--- src/hw/rtl/circular_deque_defines.svh ---
// Assertion macros shared by the circular deque RTL.
// Included by files that carry concurrent checks; expects clk_i and rst_ni in scope.
`ifndef CIRCULAR_DEQUE_DEFINES_SVH
`define CIRCULAR_DEQUE_DEFINES_SVH

// Same-cycle implication, sampled on the rising clock edge, off during reset
`define CDQ_ASSERT_IMP(lbl, ante, cons, msg) \
  lbl: assert property (@(posedge clk_i) disable iff (!rst_ni) (ante) |-> (cons)) \
    else $error(msg);

// Next-cycle implication, sampled on the rising clock edge, off during reset
`define CDQ_ASSERT_NXT(lbl, ante, cons, msg) \
  lbl: assert property (@(posedge clk_i) disable iff (!rst_ni) (ante) |=> (cons)) \
    else $error(msg);

`endif

--- src/hw/rtl/cdq_pkg.sv ---
// Shared types and constants for the circular deque.
// No dependencies; imported by the controller, the datapath and the top level.
`timescale 1ns / 1ps

package cdq_pkg;

  localparam int unsigned DEPTH    = 8;
  localparam int unsigned IDX_W    = (DEPTH > 1) ? $clog2(DEPTH) : 1;
  localparam int unsigned DATA_W   = 32;
  localparam int unsigned CMD_W    = 3;
  localparam int unsigned STATUS_W = 2;

  // Stream payload widths, rounded up to whole bytes
  localparam int unsigned IN_BITS  = CMD_W + DATA_W;
  localparam int unsigned OUT_BITS = DATA_W + STATUS_W + 2;
  localparam int unsigned IN_TDATA_W  = ((IN_BITS + 7) / 8) * 8;
  localparam int unsigned OUT_TDATA_W = ((OUT_BITS + 7) / 8) * 8;
  localparam int unsigned OUT_PAD_W   = OUT_TDATA_W - OUT_BITS;

  localparam logic [IDX_W-1:0] IDX_LAST = IDX_W'(DEPTH - 1);

  typedef enum logic [CMD_W-1:0] {
    CMD_PUSH_FRONT = 3'd0,
    CMD_PUSH_REAR  = 3'd1,
    CMD_POP_FRONT  = 3'd2,
    CMD_POP_REAR   = 3'd3,
    CMD_PEEK_FRONT = 3'd4,
    CMD_PEEK_REAR  = 3'd5
  } cmd_e;

  typedef enum logic [STATUS_W-1:0] {
    ST_DONE  = 2'd0,
    ST_FULL  = 2'd1,
    ST_EMPTY = 2'd2
  } status_e;

  typedef enum logic [1:0] {
    DSEL_ZERO    = 2'd0,
    DSEL_MEM     = 2'd1,
    DSEL_REFUSED = 2'd2
  } data_sel_e;

  typedef enum logic {
    S_IDLE = 1'b0,
    S_HOLD = 1'b1
  } state_e;

  // Controller to datapath: one operation, applied when load is high
  typedef struct packed {
    logic      load;
    logic      wr_en;
    logic      wr_front;
    logic      init;
    logic      rd_en;
    logic      rd_front;
    logic      pop;
    logic      pop_last;
    status_e   status;
    data_sel_e dsel;
  } op_t;

  // Datapath to controller: occupancy as it stands now
  typedef struct packed {
    logic empty;
    logic full;
    logic single;
  } dp_stat_t;

  function automatic logic [IDX_W-1:0] idx_inc(input logic [IDX_W-1:0] i);
    return (i == IDX_LAST) ? '0 : i + IDX_W'(1);
  endfunction

  function automatic logic [IDX_W-1:0] idx_dec(input logic [IDX_W-1:0] i);
    return (i == '0) ? IDX_LAST : i - IDX_W'(1);
  endfunction

endpackage

--- src/hw/rtl/circular_deque.sv ---
// Circular double-ended queue of DEPTH 32-bit entries, stream in and out.
//
// Input channel (s_axis): each transfer carries a command (push front, push rear,
// pop front, pop rear, peek front, peek rear) and a value used only by pushes.
// Output channel (m_axis): exactly one result per input transfer, in order, with
// the data, a status code (done, refused full, refused empty) and the empty and
// full flags as they stand after the operation.
// Result: registered, and presented in the cycle after the input transfer.
// Throughput: one item per cycle while m_axis_tready_i is high; each item makes at
// most one memory access and lands in one output register, which sets that figure.
// Stall: while a result waits for m_axis_tready_i, s_axis_tready_o follows
// m_axis_tready_i, so a new item enters in the same cycle the held result leaves.
// Reset: the deque comes up empty with both indices at zero and no result held;
// the element memory is not cleared, only written entries are ever read.
// Depends on cdq_pkg, cdq_ctrl, cdq_datapath and circular_deque_defines.svh.
`timescale 1ns / 1ps
`include "circular_deque_defines.svh"

module circular_deque import cdq_pkg::*; (
  input  logic                   clk_i,
  input  logic                   rst_ni,
  input  logic                   s_axis_tvalid_i,
  output logic                   s_axis_tready_o,
  // command [2:0], push_value [34:3], zero fill above
  input  logic [IN_TDATA_W-1:0]  s_axis_tdata_i,
  output logic                   m_axis_tvalid_o,
  input  logic                   m_axis_tready_i,
  // data_out [31:0], status [33:32], empty_flag [34], full_flag [35], zero fill above
  output logic [OUT_TDATA_W-1:0] m_axis_tdata_o
);

  cmd_e                     command;
  logic signed [DATA_W-1:0] push_value;
  op_t                      op;
  dp_stat_t                 stat;
  logic signed [DATA_W-1:0] data_out;
  status_e                  status;
  logic                     empty_flag;
  logic                     full_flag;

  assign command    = cmd_e'(s_axis_tdata_i[CMD_W-1:0]);
  assign push_value = s_axis_tdata_i[CMD_W +: DATA_W];

  cdq_ctrl u_ctrl (
    .clk_i       (clk_i),
    .rst_ni      (rst_ni),
    .in_valid_i  (s_axis_tvalid_i),
    .in_ready_o  (s_axis_tready_o),
    .out_valid_o (m_axis_tvalid_o),
    .out_ready_i (m_axis_tready_i),
    .command_i   (command),
    .stat_i      (stat),
    .op_o        (op)
  );

  cdq_datapath u_datapath (
    .clk_i        (clk_i),
    .rst_ni       (rst_ni),
    .op_i         (op),
    .push_value_i (push_value),
    .stat_o       (stat),
    .data_out_o   (data_out),
    .status_o     (status),
    .empty_flag_o (empty_flag),
    .full_flag_o  (full_flag)
  );

  assign m_axis_tdata_o = {{OUT_PAD_W{1'b0}}, full_flag, empty_flag, status, data_out};

  `CDQ_ASSERT_IMP(a_flags_exclusive, stat.empty, !stat.full && stat.single,
                  "empty deque must not look full and must have head equal to tail")

  `CDQ_ASSERT_NXT(a_refused_empty, op.load && stat.empty && op.rd_en == 1'b0 &&
                  op.dsel == DSEL_REFUSED,
                  m_axis_tvalid_o && status == ST_EMPTY && data_out == '1 && empty_flag,
                  "refused pop or peek must report empty status and all-ones data")

  `CDQ_ASSERT_NXT(a_push_not_empty, op.load && op.wr_en,
                  m_axis_tvalid_o && status == ST_DONE && !empty_flag && !stat.empty,
                  "accepted push must leave the deque non-empty")

endmodule

--- src/hw/rtl/cdq_ctrl.sv ---
// Controller for the circular deque: output-slot state machine and command decode.
// Depends on cdq_pkg; drives the datapath through op_t and reads dp_stat_t.
`timescale 1ns / 1ps

module cdq_ctrl import cdq_pkg::*; (
  input  logic     clk_i,
  input  logic     rst_ni,
  input  logic     in_valid_i,
  output logic     in_ready_o,
  output logic     out_valid_o,
  input  logic     out_ready_i,
  input  cmd_e     command_i,
  input  dp_stat_t stat_i,
  output op_t      op_o
);

  state_e state_q, state_d;
  logic   accept;

  always_ff @(posedge clk_i or negedge rst_ni) begin
    if (!rst_ni) begin
      state_q <= S_IDLE;
    end else begin
      state_q <= state_d;
    end
  end

  // Next state
  always_comb begin
    state_d = state_q;
    case (state_q)
      S_IDLE: begin
        if (accept) state_d = S_HOLD;
      end
      S_HOLD: begin
        if (out_ready_i && !accept) state_d = S_IDLE;
      end
      default: state_d = S_IDLE;
    endcase
  end

  // Outputs and decode
  always_comb begin
    in_ready_o  = 1'b0;
    out_valid_o = 1'b0;
    case (state_q)
      S_IDLE: begin
        in_ready_o = 1'b1;
      end
      S_HOLD: begin
        out_valid_o = 1'b1;
        // with out_ready_i high the held result leaves this cycle, so the slot is free again
        in_ready_o  = out_ready_i;
      end
      default: begin
        in_ready_o = 1'b0;
      end
    endcase
    accept = in_valid_i && in_ready_o;

    op_o          = '0;
    op_o.load     = accept;
    op_o.status   = ST_DONE;
    op_o.dsel     = DSEL_ZERO;
    case (command_i)
      CMD_PUSH_FRONT, CMD_PUSH_REAR: begin
        if (stat_i.full) begin
          op_o.status = ST_FULL;
        end else begin
          op_o.wr_en    = 1'b1;
          op_o.init     = stat_i.empty;
          op_o.wr_front = (command_i == CMD_PUSH_FRONT);
        end
      end
      CMD_POP_FRONT, CMD_POP_REAR, CMD_PEEK_FRONT, CMD_PEEK_REAR: begin
        if (stat_i.empty) begin
          op_o.status = ST_EMPTY;
          op_o.dsel   = DSEL_REFUSED;
        end else begin
          op_o.rd_en    = 1'b1;
          op_o.dsel     = DSEL_MEM;
          op_o.rd_front = (command_i == CMD_POP_FRONT) || (command_i == CMD_PEEK_FRONT);
          op_o.pop      = (command_i == CMD_POP_FRONT) || (command_i == CMD_POP_REAR);
          op_o.pop_last = op_o.pop && stat_i.single;
        end
      end
      default: begin
        op_o.status = ST_DONE;
      end
    endcase
  end

endmodule

--- src/hw/rtl/cdq_datapath.sv ---
// Datapath for the circular deque: element memory, head/tail indices, result register.
// Depends on cdq_pkg; executes the op_t issued by cdq_ctrl.
`timescale 1ns / 1ps

module cdq_datapath import cdq_pkg::*; (
  input  logic                    clk_i,
  input  logic                    rst_ni,
  input  op_t                     op_i,
  input  logic signed [DATA_W-1:0] push_value_i,
  output dp_stat_t                stat_o,
  output logic signed [DATA_W-1:0] data_out_o,
  output status_e                 status_o,
  output logic                    empty_flag_o,
  output logic                    full_flag_o
);

  logic [DATA_W-1:0] mem [DEPTH];
  logic [DATA_W-1:0] rd_q;

  logic [IDX_W-1:0] head_q, head_d;
  logic [IDX_W-1:0] tail_q, tail_d;
  logic             empty_q, empty_d;
  logic             full_d;
  logic [IDX_W-1:0] wr_addr, rd_addr;

  status_e   status_q;
  data_sel_e dsel_q;
  logic      empty_flag_q, full_flag_q;

  assign stat_o.empty  = empty_q;
  assign stat_o.full   = !empty_q && (head_q == idx_inc(tail_q));
  assign stat_o.single = (head_q == tail_q);

  // Index update for the operation on offer
  always_comb begin
    head_d  = head_q;
    tail_d  = tail_q;
    empty_d = empty_q;
    wr_addr = '0;
    if (op_i.wr_en) begin
      if (op_i.init) begin
        head_d  = '0;
        tail_d  = '0;
        empty_d = 1'b0;
      end else if (op_i.wr_front) begin
        head_d  = idx_dec(head_q);
        wr_addr = head_d;
      end else begin
        tail_d  = idx_inc(tail_q);
        wr_addr = tail_d;
      end
    end else if (op_i.pop) begin
      if (op_i.pop_last) begin
        head_d  = '0;
        tail_d  = '0;
        empty_d = 1'b1;
      end else if (op_i.rd_front) begin
        head_d = idx_inc(head_q);
      end else begin
        tail_d = idx_dec(tail_q);
      end
    end
    full_d  = !empty_d && (head_d == idx_inc(tail_d));
    rd_addr = op_i.rd_front ? head_q : tail_q;
  end

  always_ff @(posedge clk_i or negedge rst_ni) begin
    if (!rst_ni) begin
      head_q  <= '0;
      tail_q  <= '0;
      empty_q <= 1'b1;
    end else if (op_i.load) begin
      head_q  <= head_d;
      tail_q  <= tail_d;
      empty_q <= empty_d;
    end
  end

  // Element memory, at most one access per transfer, registered read
  always_ff @(posedge clk_i) begin
    if (op_i.load && op_i.wr_en) begin
      mem[wr_addr] <= push_value_i;
    end
    if (op_i.load && op_i.rd_en) begin
      rd_q <= mem[rd_addr];
    end
  end

  // Result register; holds while the receiver stalls
  always_ff @(posedge clk_i) begin
    if (op_i.load) begin
      status_q     <= op_i.status;
      dsel_q       <= op_i.dsel;
      empty_flag_q <= empty_d;
      full_flag_q  <= full_d;
    end
  end

  always_comb begin
    case (dsel_q)
      DSEL_MEM:     data_out_o = rd_q;
      DSEL_REFUSED: data_out_o = '1;
      default:      data_out_o = '0;
    endcase
  end

  assign status_o     = status_q;
  assign empty_flag_o = empty_flag_q;
  assign full_flag_o  = full_flag_q;

endmodule

--- config.mk ---
export PLATFORM = sky130hd
export DESIGN_NAME = circular_deque
export DESIGN_NICKNAME = d
export VERILOG_FILES = /design/src/hw/rtl/cdq_pkg.sv /design/src/hw/rtl/circular_deque.sv /design/src/hw/rtl/cdq_ctrl.sv /design/src/hw/rtl/cdq_datapath.sv
export VERILOG_INCLUDE_DIRS = /design/src /design/src/hw/rtl
export SDC_FILE = /design/constraint.sdc
export NUM_CORES = 1
export LEC_CHECK = 0
export BUFFER_PORTS_ARGS = -buffer_cell sky130_fd_sc_hd__buf_2
export CAP_MARGIN = 30
export CORE_MARGIN = 1
export CORE_UTILIZATION = 40
export CTS_CLUSTER_DIAMETER = 120
export CTS_CLUSTER_SIZE = 24
export DETAILED_ROUTE_END_ITERATION = 12
export SYNTH_ARGS = -nofsm -noshare
export SYNTH_HDL_FRONTEND = slang
export SYNTH_SLANG_ARGS = --single-unit
--- constraint.sdc ---
create_clock -name clk_i -period 6.2 [get_ports clk_i]
set_input_delay 0.62 -clock clk_i [delete_from_list [all_inputs] [get_ports clk_i]]
set_output_delay 0.62 -clock clk_i [all_outputs]
set_load 0.03 [all_outputs]
# Word-level counts from Yosys, hierarchy flattened
# Memory sizes are Yosys's and may differ from the RTL's. A register that Yosys moved wholly into a read port is not among the register bits.
# Index checks and enable logic that the tools add are counted.
# totals
regBits	14
ramBits	256
output_inout_bits	42
elab_cells	86
memories	1
# memory_table
memory	depth	word_bits	rd	rd_ports_with_merged_regs	write_ports	line_no	source
u_datapath.mem	8	32	1	1	1	cdq_datapath.sv:17	logic [DATA_W-1:0] mem [DEPTH];
# op_classes
add_sub_neg	5
n_eq_ne	13
n_mux	41
bitwise_logic	1
n_reduce_logical	17
# ops
operator	count
3-bit 2-to-1 mux	23
32-bit case mux with 2 select lines	1
3-bit equality test (second input constant)	5
1-bit 2-to-1 mux	10
3-bit by 1-bit adder with 3-bit output (second input constant)	3
3-bit equality test	3
3-bit zero test	3
4-bit 2-to-1 mux	2
1-bit logical AND	7
3-bit by 2-bit equality test with 1-bit output (second input constant)	2
3-bit by 1-bit subtractor with 3-bit output (second input constant)	2
2-bit 2-to-1 mux	2
1-bit case mux with 2 select lines	2
2-bit case mux with 2 select lines	1
4-bit OR reduction	1
3-bit by 1-bit equality test with 1-bit output (second input constant)	1
1-bit zero test	3
2-bit by 1-bit equality test with 1-bit output (second input constant)	1
2-bit equality test (second input constant)	1
1-bit logical OR	2
2-bit OR reduction	1
1-bit inverter	1

# Depth between registers and ports, before layout
# Gate-level depths: netlist (run 1).
# depth
ltp_word	13
mapped_depth	15
mapped_depth_nobuf	14

# By module
# Synthesis (run 1) repeated with hierarchy kept, for this count alone.
# unflattened
cells_unflattened	941
hier_area_um2	13351.6
# by_module_without_submodules
mod	n_inst	cells_per_inst	area_each_um2	seq_area_each_um2
cdq_datapath	1	917	13165.1	9004.9
cdq_ctrl	1	17	137.6	25.0
circular_deque	1	7	48.8	0.0

# Worst setup path after synthesis (run 1)
# No wires, ideal clock.
# synth_path
path_type	input to register
from	in m_axis_tready_i
to	reg u_datapath.rd_q[0] (read register of u_datapath.mem), enable pin
setup_ns	0.461
arrival_time_ns	3.362
slack_ns	2.377
path_stages	3
path_cell_list	nand2b_1 nand2_1 nor3_1
# synth_between
elab_chain_cells	3
# synth_lines
element	line_no	source
from (decl)	circular_deque.sv:27	input logic m_axis_tready_i,
1-bit case mux with 2 select lines	cdq_ctrl.sv:46	case (state_q)
1-bit logical AND	cdq_ctrl.sv:59	accept = in_valid_i && in_ready_o;
1-bit logical AND	cdq_datapath.sv:84	if (op_i.load && op_i.rd_en) begin
to (decl)	cdq_datapath.sv:18	logic [DATA_W-1:0] rd_q;
# No other way between the ends.
# A chain may end at the register's enable or synchronous reset.

# Worst setup path in the final report (run 1)
# layout_path
from	reg u_datapath.tail_q[0]
to	mem u_datapath.mem[0][11], enable pin
# layout_between
elab_chain_cells	9
word_cells_on_any_way	13
cone_classes	1 x add/sub; 2 x eq/ne; 8 x mux; 2 x reduce/logical
# layout_lines
element	line_no	source
from (decl)	cdq_datapath.sv:21	logic [IDX_W-1:0] tail_q, tail_d;
from (signal assigned)	cdq_datapath.sv:74	tail_q <= tail_d;
3-bit by 1-bit adder with 3-bit output or 3-bit equality test (tied branches)	cdq_pkg.sv:70	return (i == IDX_LAST) ? '0 : i + IDX_W'(1);
3-bit 2-to-1 mux *	cdq_pkg.sv:70	
3-bit equality test	cdq_datapath.sv:31	assign stat_o.full = !empty_q && (head_q == idx_inc(tail_q));
1-bit logical AND	cdq_datapath.sv:31	
3-bit 2-to-1 mux	cdq_ctrl.sv:67	if (stat_i.full) begin
3-bit 2-to-1 mux	cdq_ctrl.sv:65	case (command_i)
3-bit 2-to-1 mux or 1-bit logical AND (tied branches)	cdq_datapath.sv:45, cdq_datapath.sv:81	
3-bit 2-to-1 mux or 1-bit 2-to-1 mux (tied branches)	cdq_datapath.sv:41, cdq_datapath.sv:81	
3-bit 2-to-1 mux or 1-bit 2-to-1 mux (tied branches)	cdq_datapath.sv:40, cdq_datapath.sv:82	
to (decl)	cdq_datapath.sv:17	
# Mark *: on every way between the ends. The rest lies on a longest branch, timed or not.

==> results.md, run 1 <==
* Syn_area_per_cell at 12.9 um2
* Worst Clk Skew at about 18 ps
* Placed inst area at 13,600 um2
* Starting Density at 40.5%
* Hold wc startpoint: s_axis_tvalid_i
* Fin crit period at 4180 ps
* Max-cap violation count at 0
* CTS tree: done
* Vias in the first global route at between 7k and 8k
* Pwr Density at ~370 nW/um2
* Inst Count DP at 1,416
* PortBufs at 76
* RSZ-0062 raised after global routing: no
* Critical path endpoint category: register
* Die area at 32,600 um2
* Num ports at 86
* Cell Count, Final, Fillers Out at 1,441
* Multi-input gate area at 3480 um2
* Max Fanout on Critical Path at 22
* GR Util All Layers at between 10% and 20%
* Top_reg_cell synth: edfxtp_1
* CTS Sinks at 302
* Most frequent cells in the layout: 294 x edfxtp_1, 206 x nand2_1, 76 x buf_2
* Clock latency on the worst-skew pair at roughly 500 ps
* Worst reg2reg setup slack at 2020 ps
* Final Max Slew Viols at 0
* CP startpoint kind: register
* Post-cts repair resize count at 0
* Crit path capture: u_datapath.mem[0][11]
* Number of synthesized register bits at 302
* Post-route DRC at 0
* Worst min-delay path class: in -> reg
* EDFF count, synth at slightly below 300
* DP Wirelength at around 16,000 um
* Drt wl/cell at approximately 21 um
* Final Hold Fails at 0
* Nets at about 1.1k
* Slew @ Worst Pin at around 940 ps
* Die H at 181 um
* Path type of the worst setup path: reg -> reg
* Number of core rows at 65
* Final WL at 29,900 um
* H-tree levels at 1
* Setup violation total in the final timing report at 0
* CP Launch Point: u_datapath.tail_q[0]
* Tcrit/Tclk final at between 60% and 70%
* ANT nets after route at 0
* Clk buf depth at 3
* Register Area at approximately 9000 um2
* Slew headroom at 37.1%
* Die W at 181 um
* Post-Syn Instances at 989
* Share of cells above drive strength 1 at between 10% and 20%
* First DRT Iteration DRCs at 701
* Filler Cell Count at 2,829
* Worst path required time at 6400 ps
* Asr flop ratio synth at 2.65%
* Commonest non-fill, non-tap cell in the layout: edfxtp_1
* Maximum clock rate at 239 MHz
* Via count at 8,102
* TritonCTS Buffers at 16
* Initial antenna violation count at 1
* Crit Reg-Reg Startpoint: u_datapath.tail_q[0]
* Leak at between 4 and 5 nW
* Outcome: completed
* Routability cong. at approximately 0.9
* Design area at ~14,000 um2
* Worst r2r path cells at 9
* Hold_ws at 330 ps
* Synth unique cells at 57
* GRT overflow at 0
* Clock transition at path regs at 110 ps
* Drt pass-1 iters at 5
* Vias/cell at 5.62
* First-pass GRT wire length at 46,100 um
* YS warnings at 0
* Core area at 31,500 um2
* Arrival @ worst endpoint at 4380 ps
* Mapped cell area at roughly 13,000 um2
* CTS root buf: clkbuf_16
* Largest net degree at the start of global routing at 81
* Hold path cells at 2
* Area grow syn2layout at 10.6%
* Sequential element share of the synthesized area at 70.8%
* VDD IR-drop max at 0.000221 V
* Setup TNS at 0 ps
* Worst flop-to-flop path endpoint: u_datapath.mem[0][11]
==> power by group <==
| part | internal, mW | switching [mW] |
|---|---|---|
| registers | 2.38 | 0.0762 |
| logic | 0.584 | 1.10 |
| clock network | 0.485 | 0.624 |
==> per-stage QoR <==
step | setup WS (ps) | utilization [%] | total power [mW]
CTS | 1990 | 44.8 | 5.28
floorplan | 2380 | - | 3.69
global route | 1750 | 44.8 | 5.51
finish | 2020 | 44.9 | 5.26
detailed placement | 2030 | 43.3 | 4.19
global placement | 2130 | 43.2 | 4.14
==> sequential cells by signal, summed over array words and instances, names as in the netlist <==
signal / flops
u_ctrl.state_q: 1
u_datapath.rd_q: 32
u_datapath.full_flag_o: 1
u_datapath.dsel_q: 2
u_datapath.head_q: 3
u_datapath.tail_q: 3
u_datapath.empty_flag_o: 1
u_datapath.mem: 256
u_datapath.empty_q: 1
u_datapath.status_o: 2
==> layer usage <==
layer / vias to the layer above / routed length (um) / track usage (%)
met5: - / 0 / 0
met4: 0 / 393 / 3.35
met3: 27 / 1530 / 2.26
met1: 4090 / 14000 / 26.8
met2: 219 / 13900 / 29.4
li1: 3766 / - / -
==> worst min path at each step <==
stage	end	slack (ps)
after floorplan	u_ctrl.state_q	320
after global placement	u_ctrl.state_q	480
after detailed placement	u_ctrl.state_q	490
after CTS	u_ctrl.state_q	310
after global routing	u_ctrl.state_q	330
final	u_ctrl.state_q	330
==> Yosys cell counts, types with 5 or more instances <==
library cell | instances | area share [%]
a31o_2 | 24 | 1.6
buf_4 | 6 | 0.35
edfxtp_1 | 294 | 69
clkbuf_1 | 49 | 1.4
buf_1 | 6 | 0.18
nand2_1 | 207 | 6.1
nor3_1 | 8 | 0.31
dfrtp_1 | 7 | 1.4
o21ai_0 | 13 | 0.51
inv_1 | 9 | 0.26
a311oi_1 | 32 | 2.2
buf_2 | 13 | 0.51
nand3_1 | 70 | 2.7
xor2_1 | 5 | 0.34
mux2i_1 | 5 | 0.39
xnor2_1 | 5 | 0.34
nor2_1 | 57 | 1.7
a21oi_1 | 41 | 1.6
a211oi_1 | 33 | 1.9
a31o_1 | 8 | 0.55
and3_1 | 32 | 1.6
ha_1 | 12 | 1.2
==> cells by family (layout without fill, tap and decap cells) <==
logic type,count (synthesis),count (layout),share of synthesized area [%]
compound gates,177,177,10.3
xor+xnor,10,10,0.686
fa+ha+maj,12,12,1.18
buf+inv,85,131,2.86
flops,302,302,70.8
mux,6,6,0.480
other cells,1,5,0.0294
simple gates,396,396,13.7
==> final cells by class <==
type                    count  area share [%]
diodes                      1          0.0177
clock buffers              20            2.94
clock inverters             2           0.195
inverters                  10           0.266
multi-input cells         605            24.7
flip-flops and latches    302            64.0
well taps                 402            3.56
repair buffers             99            4.40
==> worst max-delay path: stages (launching register included) <==
cell,delay [ps]
dfrtp_1,530
ha_1,270
ha_1,390
xor2_1,320
or4_1,310
nor2_1,90
nor4_1,400
nand2_1,340
nor2_4,820
buf_4,380
==> repair_timing <==
| item | CTS | global route |
|---|---|---|
| hold buffers | 1 | 0 |
| endpoints found under the hold margin | 7 | 0 |
| setup buffers | 0 | 0 |
(Power assumes the default switching activity.)
==> inputs of run 2 (changes only) <==
==> constraint.sdc (replaced) <==
create_clock -name clk_i -period 4.2 [get_ports clk_i]
set_input_delay 0.42 -clock clk_i [delete_from_list [all_inputs] [get_ports clk_i]]
set_output_delay 0.42 -clock clk_i [all_outputs]
set_load 0.03 [all_outputs]
==> run 2 against run 1 <==
Compared with the run above:
- die area stayed put
- combinational power up 48%
- total power up 48%
- non-clock buffer count is 9 higher
- via count up 0.79%
- clock skew about the same
- global-route usage increased by 0.14 points
- critical endpoint is now u_datapath.full_flag_o
==> results.md, run 2 (synthesized netlist as in run 1, its figures left out) <==
* Uppermost layer routed: met4
* ANT nets after route at 0 (unchanged)
* First-pass GRT wire length at 46,900 um (+1.8%)
* CP startpoint kind: register
* Drt pass-1 iters at 5 (unchanged)
* Post-cts repair resize count at 0 (unchanged)
* Drt wl/cell at 20.6 um (-0.41%)
* Vias in the first global route at 7,953 (+3.1%)
* Slew headroom at 41.0% (+3.9 points)
* Nets at 1,099 (+0.83%)
* Pwr Density at 548 nW/um2 (+47%)
* Leak at 4.85 nW (+0.76%)
* P_int at 5.11 mW (+48%)
* Post-route DRC at 0 (unchanged)
* Area grow syn2layout at 11.1%
* Path type of the worst setup path: reg -> reg
* RSZ-0062 raised after global routing: no
* Clk pwr share at 21.2% (about the same)
* CTS tree: done
* Fin crit period at 3720 ps (-454 ps)
* Starting Density at 40.5% (unchanged)
* Comb power frac at 32.2% (about the same)
* Max reg flops at 256 (unchanged)
* Met2 wire len at 14,200 um (+2.0%)
* GRT overflow at 0 (unchanged)
* GR Util All Layers at 18.4% (+0.14 points)
* Hold_ws at 115 ps (-215 ps)
* Max Fanout on Critical Path at 10 (-55%)
* Clock latency on the worst-skew pair at 510 ps (about the same)
* PortBufs at 76 (unchanged)
* Final WL at 29,900 um (+0.21%)
* Most frequent cells in the layout: 294 x edfxtp_1, 206 x nand2_1, 76 x buf_2
* Worst Clk Skew at 17.8 ps (+0.205 ps)
* Die H at 181 um (unchanged)
* Outcome: completed
* TritonCTS Buffers at 16 (unchanged)
* Number of core rows at 65 (unchanged)
* Clk buf depth at 3 (unchanged)
* CTS root buf: clkbuf_16
* Via count at 8,166 (+0.79%)
* Share of cells above drive strength 1 at 16.6% (+0.77 points)
* Num ports at 86 (unchanged)
* Top reg by flops: u_datapath.mem
* Clock transition at path regs at 100 ps (about the same)
* Largest net degree at the start of global routing at 129 (+59%)
* Slew @ Worst Pin at 885 ps (-56.0 ps)
* Commonest non-fill, non-tap cell in the layout: edfxtp_1
* Tcrit/Tclk final at 88.7% (+21 points)
* Wire length on met3 at 1480 um (-3.1%)
* First DRT Iteration DRCs at 726 (+3.6%)
* Final Max Slew Viols at 0 (unchanged)
* Filler Cell Count at 2,809 (-0.71%)
* Arrival @ worst endpoint at 4070 ps (-310 ps)
* Die area at 32,600 um2 (unchanged)
* M1 wire length at 13,700 um (-2.4%)
* Switch Pwr at 2.66 mW (+47%)
* Setup TNS at 0 ps (unchanged)
* Critical path endpoint category: register
* VDD IR-drop max at 0.000398 V (+80%)
* H-tree levels at 1 (unchanged)
* Sw Share at 34.2% (-0.091 points)
* Final Hold Fails at 0 (unchanged)
* Maximum clock rate at 269 MHz (+12%)
* Worst min-delay path class: in -> reg
* Vias/cell at 5.63 (+0.16%)
* Routability cong. at 0.895 (+0.86%)
* Die W at 181 um (unchanged)
* Worst path required time at 4550 ps (-1850 ps)
* Max-cap violation count at 0 (unchanged)
* Setup violation total in the final timing report at 0 (unchanged)
* Core area at 31,500 um2 (unchanged)
* Initial antenna violation count at 3 (+2)
* DP Wirelength at 17,100 um (+4.2%)
* Flop pwr share at 46.6% (-0.2 points)
* Largest registers: u_datapath.mem x256, u_datapath.rd_q x32
* CTS Sinks at 302 (unchanged)
* Final Core Density at 45.1% (+0.21 points)
run 2: path summary, 6_finish.rpt:
path,endpoint,startpoint,cells after the start,slack (ps)
max in group asynchronous,u_datapath.empty_q,rst_ni,2,3680
worst max-delay path,u_datapath.full_flag_o,u_datapath.tail_q[0],14,480
worst max register to register,u_datapath.full_flag_o,u_datapath.tail_q[0],14,480
min in group asynchronous,u_ctrl.state_q,rst_ni,2,280
worst min-delay path,u_ctrl.state_q,s_axis_tvalid_i,2,120
worst min register to register,u_ctrl.state_q,u_ctrl.state_q,2,550
run 2: repair_timing:
item	in CTS	in global routing
endpoints found under the hold margin	8	0
buffers inserted	0	0
hold buffers	1	0
setup endpoints to repair	0	0
run 2: power by group through the flow:
stage          logic [mW]  clock network (mW)  registers (mW)
2_1_floorplan        1.81                   0            3.63
6_report             2.50                1.65            3.62
3_3_place_gp         2.49                   0            3.68
5_1_grt              2.75                1.79            3.63
3_5_place_dp         2.51                   0            3.69
4_1_cts              2.52                1.68            3.62
run 2: layout make-up:
class / count / area (um2) / share of cell area (%)
antenna: 4 / 10.0 / 0.0706
clock buffer: 17 / 425 / 3.00
clock inverter: 2 / 12.5 / 0.0882
inverter: 10 / 37.5 / 0.265
multi-input combinational: 605 / 3480 / 24.5
sequential: 302 / 9030 / 63.7
tap: 402 / 503 / 3.55
timing repair buffer: 108 / 686 / 4.83
run 2: layer usage:
| metal | track usage, % | vias to the layer above |
|---|---|---|
| li1 | - | 3789 |
| met1 | 26.3 | 4114 |
| met2 | 30.2 | 229 |
| met3 | 2.16 | 34 |
| met4 | 4.14 | 0 |
| met5 | 0 | - |
run 2: through the flow:
| step | power [mW] | setup slack, ps | cells | instance area, um2 |
|---|---|---|---|---|
| after global routing | 8.18 | 153 | 1447 | 14200 |
| final | 7.77 | 476 | 1450 | 14200 |
| after detailed placement | 6.20 | 512 | 1426 | 13700 |
| after global placement | 6.17 | 599 | 1426 | 13700 |
| after floorplan | 5.45 | 397 | 992 | 12800 |
| after CTS | 7.82 | 490 | 1446 | 14200 |
run 2: worst max-delay path, cell delays in order, from the launching register on:
cell	delay, ps
dfrtp_1	520
ha_1	260
ha_1	380
xor2_1	320
nor4_1	170
o31ai_2	440
o21ai_0	210
nand2_1	100
nand2_1	70
ha_1	200
ha_1	210
nor2b_1	220
nor2b_1	170
a21oi_1	80
nor4b_2	210
